File: config.mk
export PLATFORM = sky130hd
export DESIGN_NAME = windowed_min_max_sum_monitor_core_flat
export DESIGN_NICKNAME = d
export VERILOG_FILES = /design/src/wmms_pkg.sv /design/src/wmms_if.sv /design/src/wmms_units.sv /design/src/windowed_min_max_sum_monitor_core.sv /design/src/flat_wrapper.sv
export SDC_FILE = /design/constraint.sdc
export NUM_CORES = 2
export LEC_CHECK = 0
export BUFFER_PORTS_ARGS = -buffer_cell sky130_fd_sc_hd__buf_2
export CORE_MARGIN = 2
export CORE_UTILIZATION = 55
export CTS_BUF_LIST = sky130_fd_sc_hd__clkbuf_4
export CTS_CLUSTER_SIZE = 8
export DETAILED_ROUTE_END_ITERATION = 6
export HOLD_SLACK_MARGIN = 0.08
export PLACE_DENSITY = 0.75
export SLEW_MARGIN = 25
export SYNTH_ARGS = -nofsm -noshare
export SYNTH_HDL_FRONTEND = slang
export SYNTH_SLANG_ARGS = --single-unit
File: constraint.sdc
create_clock -name clk -period 58.4 [get_ports clk]
set_input_delay 8.76 -clock clk [delete_from_list [all_inputs] [get_ports clk]]
set_output_delay 8.76 -clock clk [all_outputs]
set_load 0.02 [all_outputs]
File: src/wmms_pkg.sv
// ----------------------------------------------------------------------------
// wmms_pkg: shared types and constants
// Opcodes, error codes, register indexes, the statistic unit record and the
// result record of the windowed min/max/sum monitor.
// ----------------------------------------------------------------------------
package wmms_pkg;

  localparam int OPCODE_W = 3;
  localparam int VALUE_W  = 32;
  localparam int TAG_W    = 8;
  localparam int TICK_W   = 32;
  localparam int COUNT_W  = 40;
  localparam int SUM_W    = 64;
  localparam int IDX_W    = 2;
  localparam int ERR_W    = 2;
  localparam int CFG_IDX_W  = 2;
  localparam int CFG_DATA_W = 32;

  localparam logic [COUNT_W-1:0] COUNT_MAX = '1;
  localparam logic signed [VALUE_W-1:0] VALUE_MAX = {1'b0, {(VALUE_W-1){1'b1}}};
  localparam logic signed [VALUE_W-1:0] VALUE_MIN = {1'b1, {(VALUE_W-1){1'b0}}};

  localparam logic [TICK_W-1:0] TIMEOUT_SHORT_RST = 32'd2;
  localparam logic [TICK_W-1:0] TIMEOUT_LONG_RST  = 32'd10;

  localparam logic [CFG_IDX_W-1:0] CFG_TIMEOUT_SHORT = 2'd0;
  localparam logic [CFG_IDX_W-1:0] CFG_TIMEOUT_LONG  = 2'd1;

  typedef enum logic [OPCODE_W-1:0] {
    OP_SAMPLE      = 3'd0,
    OP_TIMER_START = 3'd1,
    OP_TIMER_STOP  = 3'd2,
    OP_ROTATE      = 3'd3,
    OP_READ        = 3'd4
  } opcode_t;

  typedef enum logic [ERR_W-1:0] {
    ERR_OK          = 2'd0,
    ERR_RUNNING     = 2'd1,
    ERR_NOT_RUNNING = 2'd2
  } err_t;

  typedef struct packed {
    logic [OPCODE_W-1:0]       opcode;
    logic signed [VALUE_W-1:0] sample_value;
    logic [TAG_W-1:0]          sample_tag;
    logic [TICK_W-1:0]         now_ticks;
  } in_item_t;

  typedef struct packed {
    logic [COUNT_W-1:0]        count;
    logic [SUM_W-1:0]          sum;
    logic signed [VALUE_W-1:0] min_v;
    logic signed [VALUE_W-1:0] max_v;
    logic [TAG_W-1:0]          min_tag;
    logic [TAG_W-1:0]          max_tag;
    logic [TICK_W-1:0]         start;
  } unit_t;

  localparam unit_t UNIT_CLEAR = '{
    count:   '0,
    sum:     '0,
    min_v:   VALUE_MAX,
    max_v:   VALUE_MIN,
    min_tag: '0,
    max_tag: '0,
    start:   '0
  };

  typedef struct packed {
    logic                      rec;
    logic                      rot;
    logic signed [VALUE_W-1:0] value;
    logic [TAG_W-1:0]          tag;
    logic [TICK_W-1:0]         now;
  } unit_cmd_t;

  typedef struct packed {
    logic [IDX_W-1:0]          unit_index;
    logic [COUNT_W-1:0]        sample_count;
    logic signed [SUM_W-1:0]   value_sum;
    logic signed [VALUE_W-1:0] min_value;
    logic signed [VALUE_W-1:0] max_value;
    logic [TAG_W-1:0]          min_tag;
    logic [TAG_W-1:0]          max_tag;
    logic [TICK_W-1:0]         age_ticks;
    logic                      age_valid;
    logic [ERR_W-1:0]          error_code;
    logic                      last_result;
  } res_t;

  function automatic unit_t unit_record(unit_t u, logic signed [VALUE_W-1:0] v,
                                        logic [TAG_W-1:0] tag);
    unit_t r;
    r = u;
    if (u.count != COUNT_MAX) r.count = u.count + COUNT_W'(1);
    r.sum = u.sum + {{(SUM_W-VALUE_W){v[VALUE_W-1]}}, v};
    if ($signed(v) < $signed(u.min_v)) begin
      r.min_v   = v;
      r.min_tag = tag;
    end
    if ($signed(v) > $signed(u.max_v)) begin
      r.max_v   = v;
      r.max_tag = tag;
    end
    return r;
  endfunction

  function automatic res_t status_res(err_t err);
    res_t r;
    r = '0;
    r.error_code  = err;
    r.last_result = 1'b1;
    return r;
  endfunction

  function automatic res_t unit_res(unit_t u, logic [IDX_W-1:0] idx,
                                    logic [TICK_W-1:0] now, logic last);
    res_t r;
    r.unit_index   = idx;
    r.sample_count = u.count;
    r.value_sum    = u.sum;
    r.min_value    = u.min_v;
    r.max_value    = u.max_v;
    r.min_tag      = u.min_tag;
    r.max_tag      = u.max_tag;
    r.age_valid    = (u.start != '0);
    r.age_ticks    = r.age_valid ? (now - u.start) : '0;
    r.error_code   = ERR_OK;
    r.last_result  = last;
    return r;
  endfunction

endpackage

File: src/wmms_if.sv
// ----------------------------------------------------------------------------
// wmms_if: channel interfaces
// Input, result and register write channels, each valid/ready with payload.
// ----------------------------------------------------------------------------
interface wmms_in_if;
  logic                                        valid;
  logic                                        ready;
  logic [wmms_pkg::OPCODE_W-1:0]               opcode;
  logic signed [wmms_pkg::VALUE_W-1:0]         sample_value;
  logic [wmms_pkg::TAG_W-1:0]                  sample_tag;
  logic [wmms_pkg::TICK_W-1:0]                 now_ticks;

  modport source (output valid, opcode, sample_value, sample_tag, now_ticks,
                  input ready);
  modport sink   (input valid, opcode, sample_value, sample_tag, now_ticks,
                  output ready);
endinterface

interface wmms_out_if;
  logic                                        valid;
  logic                                        ready;
  logic [wmms_pkg::IDX_W-1:0]                  unit_index;
  logic [wmms_pkg::COUNT_W-1:0]                sample_count;
  logic signed [wmms_pkg::SUM_W-1:0]           value_sum;
  logic signed [wmms_pkg::VALUE_W-1:0]         min_value;
  logic signed [wmms_pkg::VALUE_W-1:0]         max_value;
  logic [wmms_pkg::TAG_W-1:0]                  min_tag;
  logic [wmms_pkg::TAG_W-1:0]                  max_tag;
  logic [wmms_pkg::TICK_W-1:0]                 age_ticks;
  logic                                        age_valid;
  logic [wmms_pkg::ERR_W-1:0]                  error_code;
  logic                                        last_result;

  modport source (output valid, unit_index, sample_count, value_sum, min_value,
                  max_value, min_tag, max_tag, age_ticks, age_valid,
                  error_code, last_result,
                  input ready);
  modport sink   (input valid, unit_index, sample_count, value_sum, min_value,
                  max_value, min_tag, max_tag, age_ticks, age_valid,
                  error_code, last_result,
                  output ready);
endinterface

interface wmms_cfg_if;
  logic                                        valid;
  logic                                        ready;
  logic [wmms_pkg::CFG_IDX_W-1:0]              index;
  logic [wmms_pkg::CFG_DATA_W-1:0]             data;

  modport source (output valid, index, data, input ready);
  modport sink   (input valid, index, data, output ready);
endinterface

File: src/wmms_units.sv
// ----------------------------------------------------------------------------
// wmms_units: statistic unit bank
// Overall unit plus previous/current halves per window. Records a sample into
// every unit, rotates windows whose timeout has passed, and shows the
// overall unit and each previous half.
// ----------------------------------------------------------------------------
module wmms_units #(
  parameter int NUM_WINDOWS = 2
) (
  input  logic                          clk,
  input  logic                          rst_n,
  input  wmms_pkg::unit_cmd_t           cmd,
  input  logic [wmms_pkg::TICK_W-1:0]   timeout_short,
  input  logic [wmms_pkg::TICK_W-1:0]   timeout_long,
  output wmms_pkg::unit_t               view [NUM_WINDOWS+1]
);

  localparam int NUM_UNITS = 1 + 2 * NUM_WINDOWS;

  wmms_pkg::unit_t unit_r   [NUM_UNITS];
  wmms_pkg::unit_t unit_nxt [NUM_UNITS];
  logic            due      [NUM_WINDOWS];

  // 33-bit compare so start + timeout cannot wrap
  always_comb begin
    for (int w = 0; w < NUM_WINDOWS; w++) begin
      logic [wmms_pkg::TICK_W:0] deadline;
      deadline = {1'b0, unit_r[2+2*w].start} +
                 {1'b0, (w == 0) ? timeout_short : timeout_long};
      due[w] = (deadline <= {1'b0, cmd.now});
    end
  end

  always_comb begin
    for (int u = 0; u < NUM_UNITS; u++) begin
      unit_nxt[u] = unit_r[u];
      if (cmd.rec) unit_nxt[u] = wmms_pkg::unit_record(unit_r[u], cmd.value, cmd.tag);
    end
    if (cmd.rot) begin
      for (int w = 0; w < NUM_WINDOWS; w++) begin
        if (due[w]) begin
          unit_nxt[1+2*w]       = unit_r[2+2*w];
          unit_nxt[2+2*w]       = wmms_pkg::UNIT_CLEAR;
          unit_nxt[2+2*w].start = cmd.now;
        end
      end
    end
  end

  always_ff @(posedge clk) begin
    if (!rst_n) begin
      for (int u = 0; u < NUM_UNITS; u++) unit_r[u] <= wmms_pkg::UNIT_CLEAR;
    end else begin
      for (int u = 0; u < NUM_UNITS; u++) unit_r[u] <= unit_nxt[u];
    end
  end

  always_comb begin
    view[0] = unit_r[0];
    for (int w = 0; w < NUM_WINDOWS; w++) view[w+1] = unit_r[1+2*w];
  end

endmodule

File: src/windowed_min_max_sum_monitor_core.sv
// ----------------------------------------------------------------------------
// windowed_min_max_sum_monitor_core: windowed statistics monitor
// An item is registered in the input stage and executed once it may go; its
// first result is then registered in the result buffer and shown on the output.
// Throughput: 1 item per cycle; a status or read item waits for the result
// buffer, so after a read the input stalls while the read's results drain.
// Reset (synchronous, rst_n low): units cleared, timer idle, timeouts 2 / 10.
// ----------------------------------------------------------------------------
module windowed_min_max_sum_monitor_core #(
  parameter int NUM_WINDOWS = 2
) (
  input  logic          clk,
  input  logic          rst_n,
  wmms_in_if.sink       in_ch,
  wmms_out_if.source    out_ch,
  wmms_cfg_if.sink      cfg_ch
);

  localparam int NUM_RES = NUM_WINDOWS + 1;
  localparam int CNT_W   = $clog2(NUM_RES + 1);

  // register file
  logic [wmms_pkg::TICK_W-1:0] timeout_short_r, timeout_long_r;

  assign cfg_ch.ready = 1'b1;

  always_ff @(posedge clk) begin
    if (!rst_n) begin
      timeout_short_r <= wmms_pkg::TIMEOUT_SHORT_RST;
      timeout_long_r  <= wmms_pkg::TIMEOUT_LONG_RST;
    end else if (cfg_ch.valid && cfg_ch.ready) begin
      case (cfg_ch.index)
        wmms_pkg::CFG_TIMEOUT_SHORT: timeout_short_r <= cfg_ch.data;
        wmms_pkg::CFG_TIMEOUT_LONG:  timeout_long_r  <= cfg_ch.data;
        default: ;
      endcase
    end
  end

  // input stage
  logic                 in_v_r;
  wmms_pkg::in_item_t   in_r;
  logic                 exec;

  assign in_ch.ready = !in_v_r || exec;

  always_ff @(posedge clk) begin
    if (!rst_n) begin
      in_v_r <= 1'b0;
    end else if (in_ch.valid && in_ch.ready) begin
      in_v_r <= 1'b1;
    end else if (exec) begin
      in_v_r <= 1'b0;
    end
  end

  always_ff @(posedge clk) begin
    if (in_ch.valid && in_ch.ready) begin
      in_r.opcode       <= in_ch.opcode;
      in_r.sample_value <= in_ch.sample_value;
      in_r.sample_tag   <= in_ch.sample_tag;
      in_r.now_ticks    <= in_ch.now_ticks;
    end
  end

  // unit bank
  wmms_pkg::unit_cmd_t cmd;
  wmms_pkg::unit_t     view [NUM_RES];

  wmms_units #(
    .NUM_WINDOWS (NUM_WINDOWS)
  ) u_units (
    .clk           (clk),
    .rst_n         (rst_n),
    .cmd           (cmd),
    .timeout_short (timeout_short_r),
    .timeout_long  (timeout_long_r),
    .view          (view)
  );

  // result buffer: entry 0 is on the output
  wmms_pkg::res_t    res_r   [NUM_RES];
  wmms_pkg::res_t    res_nxt [NUM_RES];
  wmms_pkg::res_t    new_res [NUM_RES];
  logic [CNT_W-1:0]  cnt_r, cnt_nxt, new_cnt;
  logic              pop, buf_free, need_buf, load;

  // timer
  logic                        running_r, running_nxt;
  logic [wmms_pkg::TICK_W-1:0] tstart_r, tstart_nxt;
  logic [wmms_pkg::TICK_W-1:0] elapsed;

  assign pop      = out_ch.valid && out_ch.ready;
  assign buf_free = (cnt_r == '0) || ((cnt_r == CNT_W'(1)) && out_ch.ready);
  assign need_buf = (in_r.opcode == wmms_pkg::OP_TIMER_START) ||
                    (in_r.opcode == wmms_pkg::OP_TIMER_STOP) ||
                    (in_r.opcode == wmms_pkg::OP_READ);
  assign exec     = in_v_r && (!need_buf || buf_free);
  assign load     = exec && need_buf;
  assign elapsed  = in_r.now_ticks - tstart_r;

  always_comb begin
    cmd.rec     = 1'b0;
    cmd.rot     = 1'b0;
    cmd.value   = in_r.sample_value;
    cmd.tag     = in_r.sample_tag;
    cmd.now     = in_r.now_ticks;
    new_cnt     = CNT_W'(1);
    running_nxt = running_r;
    tstart_nxt  = tstart_r;
    for (int i = 0; i < NUM_RES; i++) new_res[i] = '0;
    new_res[0] = wmms_pkg::status_res(wmms_pkg::ERR_OK);

    case (wmms_pkg::opcode_t'(in_r.opcode))
      wmms_pkg::OP_SAMPLE: begin
        cmd.rec = exec;
      end
      wmms_pkg::OP_TIMER_START: begin
        if (running_r) begin
          new_res[0] = wmms_pkg::status_res(wmms_pkg::ERR_RUNNING);
        end else if (exec) begin
          running_nxt = 1'b1;
          tstart_nxt  = in_r.now_ticks;
        end
      end
      wmms_pkg::OP_TIMER_STOP: begin
        // elapsed time saturates at the largest signed value
        cmd.value = elapsed[wmms_pkg::TICK_W-1] ? wmms_pkg::VALUE_MAX : elapsed;
        if (!running_r) begin
          new_res[0] = wmms_pkg::status_res(wmms_pkg::ERR_NOT_RUNNING);
        end else if (exec) begin
          cmd.rec     = 1'b1;
          running_nxt = 1'b0;
        end
      end
      wmms_pkg::OP_ROTATE: begin
        cmd.rot = exec;
      end
      wmms_pkg::OP_READ: begin
        new_cnt  = CNT_W'(NUM_RES);
        for (int i = 0; i < NUM_RES; i++) begin
          new_res[i] = wmms_pkg::unit_res(view[i], wmms_pkg::IDX_W'(i),
                                          in_r.now_ticks, i == NUM_RES - 1);
        end
      end
      default: ;
    endcase
  end

  always_ff @(posedge clk) begin
    if (!rst_n) begin
      running_r <= 1'b0;
      tstart_r  <= '0;
    end else begin
      running_r <= running_nxt;
      tstart_r  <= tstart_nxt;
    end
  end

  always_comb begin
    cnt_nxt = cnt_r;
    for (int i = 0; i < NUM_RES; i++) res_nxt[i] = res_r[i];
    if (pop) begin
      for (int i = 0; i < NUM_RES - 1; i++) res_nxt[i] = res_r[i+1];
      cnt_nxt = cnt_r - CNT_W'(1);
    end
    // load only happens once the buffer is empty or draining its last entry
    if (load) begin
      for (int i = 0; i < NUM_RES; i++) res_nxt[i] = new_res[i];
      cnt_nxt = new_cnt;
    end
  end

  always_ff @(posedge clk) begin
    if (!rst_n) begin
      cnt_r <= '0;
    end else begin
      cnt_r <= cnt_nxt;
    end
  end

  always_ff @(posedge clk) begin
    for (int i = 0; i < NUM_RES; i++) res_r[i] <= res_nxt[i];
  end

  assign out_ch.valid        = (cnt_r != '0);
  assign out_ch.unit_index   = res_r[0].unit_index;
  assign out_ch.sample_count = res_r[0].sample_count;
  assign out_ch.value_sum    = res_r[0].value_sum;
  assign out_ch.min_value    = res_r[0].min_value;
  assign out_ch.max_value    = res_r[0].max_value;
  assign out_ch.min_tag      = res_r[0].min_tag;
  assign out_ch.max_tag      = res_r[0].max_tag;
  assign out_ch.age_ticks    = res_r[0].age_ticks;
  assign out_ch.age_valid    = res_r[0].age_valid;
  assign out_ch.error_code   = res_r[0].error_code;
  assign out_ch.last_result  = res_r[0].last_result;

endmodule

File: src/flat_wrapper.sv
// flat-port wrapper written by rule: the top's interface ports become plain ports
module windowed_min_max_sum_monitor_core_flat 
#(
  parameter int NUM_WINDOWS = 2
)
  (clk, rst_n, in_ch_valid, in_ch_opcode, in_ch_sample_value, in_ch_sample_tag, in_ch_now_ticks, in_ch_ready, out_ch_valid, out_ch_unit_index, out_ch_sample_count, out_ch_value_sum, out_ch_min_value, out_ch_max_value, out_ch_min_tag, out_ch_max_tag, out_ch_age_ticks, out_ch_age_valid, out_ch_error_code, out_ch_last_result, out_ch_ready, cfg_ch_valid, cfg_ch_index, cfg_ch_data, cfg_ch_ready);
  wmms_in_if in_ch_i ();
  wmms_out_if out_ch_i ();
  wmms_cfg_if cfg_ch_i ();
  input  logic clk;
  input  logic rst_n;
  input wire logic [$bits(in_ch_i.valid)-1:0] in_ch_valid;
  input wire logic [$bits(in_ch_i.opcode)-1:0] in_ch_opcode;
  input wire logic [$bits(in_ch_i.sample_value)-1:0] in_ch_sample_value;
  input wire logic [$bits(in_ch_i.sample_tag)-1:0] in_ch_sample_tag;
  input wire logic [$bits(in_ch_i.now_ticks)-1:0] in_ch_now_ticks;
  output wire logic [$bits(in_ch_i.ready)-1:0] in_ch_ready;
  output wire logic [$bits(out_ch_i.valid)-1:0] out_ch_valid;
  output wire logic [$bits(out_ch_i.unit_index)-1:0] out_ch_unit_index;
  output wire logic [$bits(out_ch_i.sample_count)-1:0] out_ch_sample_count;
  output wire logic [$bits(out_ch_i.value_sum)-1:0] out_ch_value_sum;
  output wire logic [$bits(out_ch_i.min_value)-1:0] out_ch_min_value;
  output wire logic [$bits(out_ch_i.max_value)-1:0] out_ch_max_value;
  output wire logic [$bits(out_ch_i.min_tag)-1:0] out_ch_min_tag;
  output wire logic [$bits(out_ch_i.max_tag)-1:0] out_ch_max_tag;
  output wire logic [$bits(out_ch_i.age_ticks)-1:0] out_ch_age_ticks;
  output wire logic [$bits(out_ch_i.age_valid)-1:0] out_ch_age_valid;
  output wire logic [$bits(out_ch_i.error_code)-1:0] out_ch_error_code;
  output wire logic [$bits(out_ch_i.last_result)-1:0] out_ch_last_result;
  input wire logic [$bits(out_ch_i.ready)-1:0] out_ch_ready;
  input wire logic [$bits(cfg_ch_i.valid)-1:0] cfg_ch_valid;
  input wire logic [$bits(cfg_ch_i.index)-1:0] cfg_ch_index;
  input wire logic [$bits(cfg_ch_i.data)-1:0] cfg_ch_data;
  output wire logic [$bits(cfg_ch_i.ready)-1:0] cfg_ch_ready;
  assign in_ch_i.valid = in_ch_valid;
  assign in_ch_i.opcode = in_ch_opcode;
  assign in_ch_i.sample_value = in_ch_sample_value;
  assign in_ch_i.sample_tag = in_ch_sample_tag;
  assign in_ch_i.now_ticks = in_ch_now_ticks;
  assign in_ch_ready = in_ch_i.ready;
  assign out_ch_valid = out_ch_i.valid;
  assign out_ch_unit_index = out_ch_i.unit_index;
  assign out_ch_sample_count = out_ch_i.sample_count;
  assign out_ch_value_sum = out_ch_i.value_sum;
  assign out_ch_min_value = out_ch_i.min_value;
  assign out_ch_max_value = out_ch_i.max_value;
  assign out_ch_min_tag = out_ch_i.min_tag;
  assign out_ch_max_tag = out_ch_i.max_tag;
  assign out_ch_age_ticks = out_ch_i.age_ticks;
  assign out_ch_age_valid = out_ch_i.age_valid;
  assign out_ch_error_code = out_ch_i.error_code;
  assign out_ch_last_result = out_ch_i.last_result;
  assign out_ch_i.ready = out_ch_ready;
  assign cfg_ch_i.valid = cfg_ch_valid;
  assign cfg_ch_i.index = cfg_ch_index;
  assign cfg_ch_i.data = cfg_ch_data;
  assign cfg_ch_ready = cfg_ch_i.ready;
  windowed_min_max_sum_monitor_core #(.NUM_WINDOWS(NUM_WINDOWS)) u_core (.clk(clk), .rst_n(rst_n), .in_ch(in_ch_i), .out_ch(out_ch_i), .cfg_ch(cfg_ch_i));
endmodule
==> results.py <==
metrics = {
    "outcome": {
        "status": "complete, but fails checks",
        "violations": "design-rule violations",
    },
    "job": {
        "drv_cap": 0,
    },
    "final_layout": {
        "layout_common_cells": "1,333 x nand2_1, 1,151 x dfxtp_1, 997 x a21oi_1",
        "n_fill_cell": 16700,
        "finish.instance_area_sq_um": 117000,
        "nets": 13000,
        "final_common_cell": "nand2_1",
        "drive_above_1_share_pct": 11.9,
        "syn2layout_area_growth_pct": 8.84,
        "final_util_pct": 60.2,
    },
    "global_routing": {
        "grt_max_degree": 213,
        "gr-total-overflow": 0,
        "grt_pass1_wl_microns": 491000,
        "grt_pass1_vias": 88900,
        "grt_usage_pct": 31.0,
        "grt_antenna_before_repair": 11,
    },
    "setup_path": {
        "crit_top_cell": "nand2_1",
        "max_stage_delay_ns": 0.33,
        "path_class": "input pin to output port",
        "cp_num_buf_inv": 3,
        "cpMaxStageDelayCell": "or2_2",
        "worstRegToRegCells": 27,
        "crit_arrival_ns": 9.91,
        "required_ns": 49.64,
        "critical_path.max_fanout": 3,
        "path_cells": "buf_2, nand2_1, nand2_1, or2_2, inv_1, nand2_1, buf_2",
        "critPathTopFamily": "simple AND/OR/NAND/NOR gates",
        "cp.depth": 7,
        "rr_startpoint": "u_core.timeout_long_r[0]$_SDFFE_PN0P_",
        "cp-start-kind": "input pin",
        "cp-startpoint": "out_ch_ready",
        "cp-end-kind": "output port",
    },
    "placed_design": {
        "dpl.hpwl_microns": 218000,
        "dpl-instance-area_sq_um": 110000,
        "io_buffer_count": 337,
        "routabilityCongestion": 0.957,
    },
    "detailed_routing": {
        "drtPass1Iterations": 7,
        "routed.top_layer": "met5",
        "dr_wl_met2_microns": 151000,
        "drt_iter0_drc": 7550,
        "ant_nets": 0,
        "vias_per_cell": 6.08,
        "routed_wl_microns": 319000,
        "wire_per_inst_microns": 21.2,
        "vias": 91600,
        "route.met3.wl_microns": 21900,
        "m1WireLength_microns": 127000,
        "drc": 2,
    },
    "sta": {
        "fin_tns_setup_ns": 0,
        "setup_violations": 0,
        "period_share_pct": 32.0,
        "relSlewSlack_pct": 25.1,
        "max_freq_mhz": 53.6,
        "finClkSkew_ns": 0.150,
        "finalHoldViolCount": 0,
        "tightest_slew_ns": 1.12,
        "period_needed_ns": 18.67,
        "slew_viol_final": 0,
        "rsz0062_at_grt": "no",
    },
    "yosys": {
        "async_flop_share_pct": 0,
        "synth_warnings": 0,
        "synthDistinctLibCells": 89,
        "synth.avg_cell_area_sq_um": 9.08,
        "synth-main-ff-cell": "dfxtp_1",
        "synth_edf_count": 731,
        "netlist_instances": 11900,
        "syn-num-nets": 12800,
        "ys_ff_latch": 1882,
        "syn_area_sq_um": 108000,
        "ys_seq_area_share_pct": 41.8,
    },
    "clock_network": {
        "cts_tree": "built",
        "clock_path_buffers": 4,
        "cts_hold_buf": 0,
        "cts_root_buffer": "clkbuf_4",
        "cts_setup_buffers": 0,
        "clkSlewWorstSetupHoldPaths_ns": 0.06,
        "ctsResizeCount": 0,
        "cts_made_buffers": 535,
        "clk_latency_ns": 1.43,
        "cts_max_level": 6,
        "numClockSinks": 1882,
    },
    "pwr": {
        "power.density_nw_per_um2": 27.8,
        "ir_worst_vdd_uv": 21.5,
        "p_leak_nw": 51.3,
    },
    "die": {
        "floorplan.die_area_sq_um": 199000,
        "std_cell_rows": 162,
        "start_util_pct": 55.3,
        "io_pins": 339,
        "die_w_microns": 447,
        "core_area_sq_um": 195000,
        "die_y_microns": 447,
    },
    "hold_path": {
        "worstHoldStart": "u_core.u_units.unit_r[0][894]$_SDFFE_PN0P_",
        "hp-class": "register to register",
        "hold_path_depth": 2,
    },
}
Yosys cell counts, types with 45 or more instances:
master / number / share of area [%]
a211oi_1: 243 / 1.7
a21o_1: 419 / 2.9
a21oi_1: 1022 / 4.7
a22o_1: 389 / 3.2
a31oi_1: 80 / 0.46
and2_1: 78 / 0.45
and3_1: 223 / 1.3
buf_2: 52 / 0.24
buf_4: 222 / 1.5
clkbuf_1: 575 / 2.0
dfxtp_1: 1151 / 21
edfxtp_1: 731 / 20
ha_1: 856 / 9.9
inv_1: 583 / 2.0
mux2i_1: 270 / 2.5
nand2_1: 1336 / 4.7
nand2b_1: 89 / 0.52
nand3_1: 243 / 1.1
nand4_1: 177 / 1.0
nor2_1: 1008 / 3.5
nor2b_1: 101 / 0.59
nor3_1: 177 / 0.82
o211a_1: 45 / 0.42
o211ai_1: 70 / 0.49
o21a_1: 60 / 0.42
o21ai_0: 427 / 2.0
o21bai_1: 62 / 0.43
or3_1: 72 / 0.42
xnor2_1: 291 / 2.4
xor2_1: 272 / 2.2
final cells by class:
type | instances | area (sq um) | area share [%]
clock buffers | 826 | 6200 | 5.29
multi-input cells | 8529 | 56900 | 48.5
clock inverters | 125 | 754 | 0.643
inverters | 585 | 2210 | 1.88
flip-flops and latches | 1882 | 45000 | 38.4
well taps | 2624 | 3280 | 2.80
repair buffers | 485 | 2930 | 2.50
diodes | 14 | 35.0 | 0.0299
state kept, by name, indices dropped and copies added, names as in the netlist, named ones only:
register and cells:
u_core.cmd 40, u_core.cnt_r 2, u_core.in_r 35, u_core.in_v_r 1, u_core.res_r 659, u_core.timeout_long_r 32, u_core.timeout_short_r 32, u_core.tstart_r 32
u_core.u_units.unit_r 1048
per-stage QoR:
stage                     instances  setup WS (ns)  hold WS (ns)  power, mW
after floorplan               11900          16.88         0.436       1.95
after global routing          15100          39.68         0.468       3.40
after CTS                     15100          39.73         0.448       3.28
final                         15100          39.73         0.452       3.26
after global placement        14100          39.71         0.442       2.01
after detailed placement      14100          39.73         0.447       2.02
worst register-to-register path, delay by kind of cell (launching register included):
family | cells | cell delay (ns)
AO/OA/AOI/OAI | 13 | 3.75
AND/OR/NAND/NOR | 7 | 2.14
buffers and inverters | 3 | 2.09
adder cells (fa/ha/maj) | 3 | 0.90
flip-flops | 1 | 0.34
XOR/XNOR | 1 | 0.13
metal layers:
metal / up-vias / track usage [%]
met3: 961 / 5.33
met1: 43800 / 37.5
met5: - / 0
li1: 43200 / -
met2: 3576 / 51.8
met4: 8 / 18.1
cell families after synthesis:
kind of cell             count (synthesis)  share of synthesized area, %
other                                    1                       0.00348
buffers and inverters                 1455                          5.91
XOR/XNOR                               563                          4.58
adder cells (fa/ha/maj)                866                          10.1
multiplexers                           276                          2.57
flip-flops                            1882                          41.8
AND/OR/NAND/NOR                       3663                          15.5
AO/OA/AOI/OAI                         3160                          19.5
report_power, final:
group	switching, mW	internal (mW)	total [mW]
Combinational	0.337	0.162	0.499
Clock	0.578	0.684	1.26
Sequential	0.0450	1.46	1.50
path summary, 6_finish.rpt:
| check | to | slack (ns) |
|---|---|---|
| setup reg to reg | u_core.u_units.unit_r[0][775]$_SDFF_PN0_ | 49.01 |
| hold reg to reg | u_core.u_units.unit_r[0][678]$_SDFFE_PN0P_ | 0.45 |
| setup / recovery | in_ch_ready | 39.73 |
| hold / removal | u_core.u_units.unit_r[0][678]$_SDFFE_PN0P_ | 0.45 |
No activity file was read; power rests on OpenSTA's default activity.
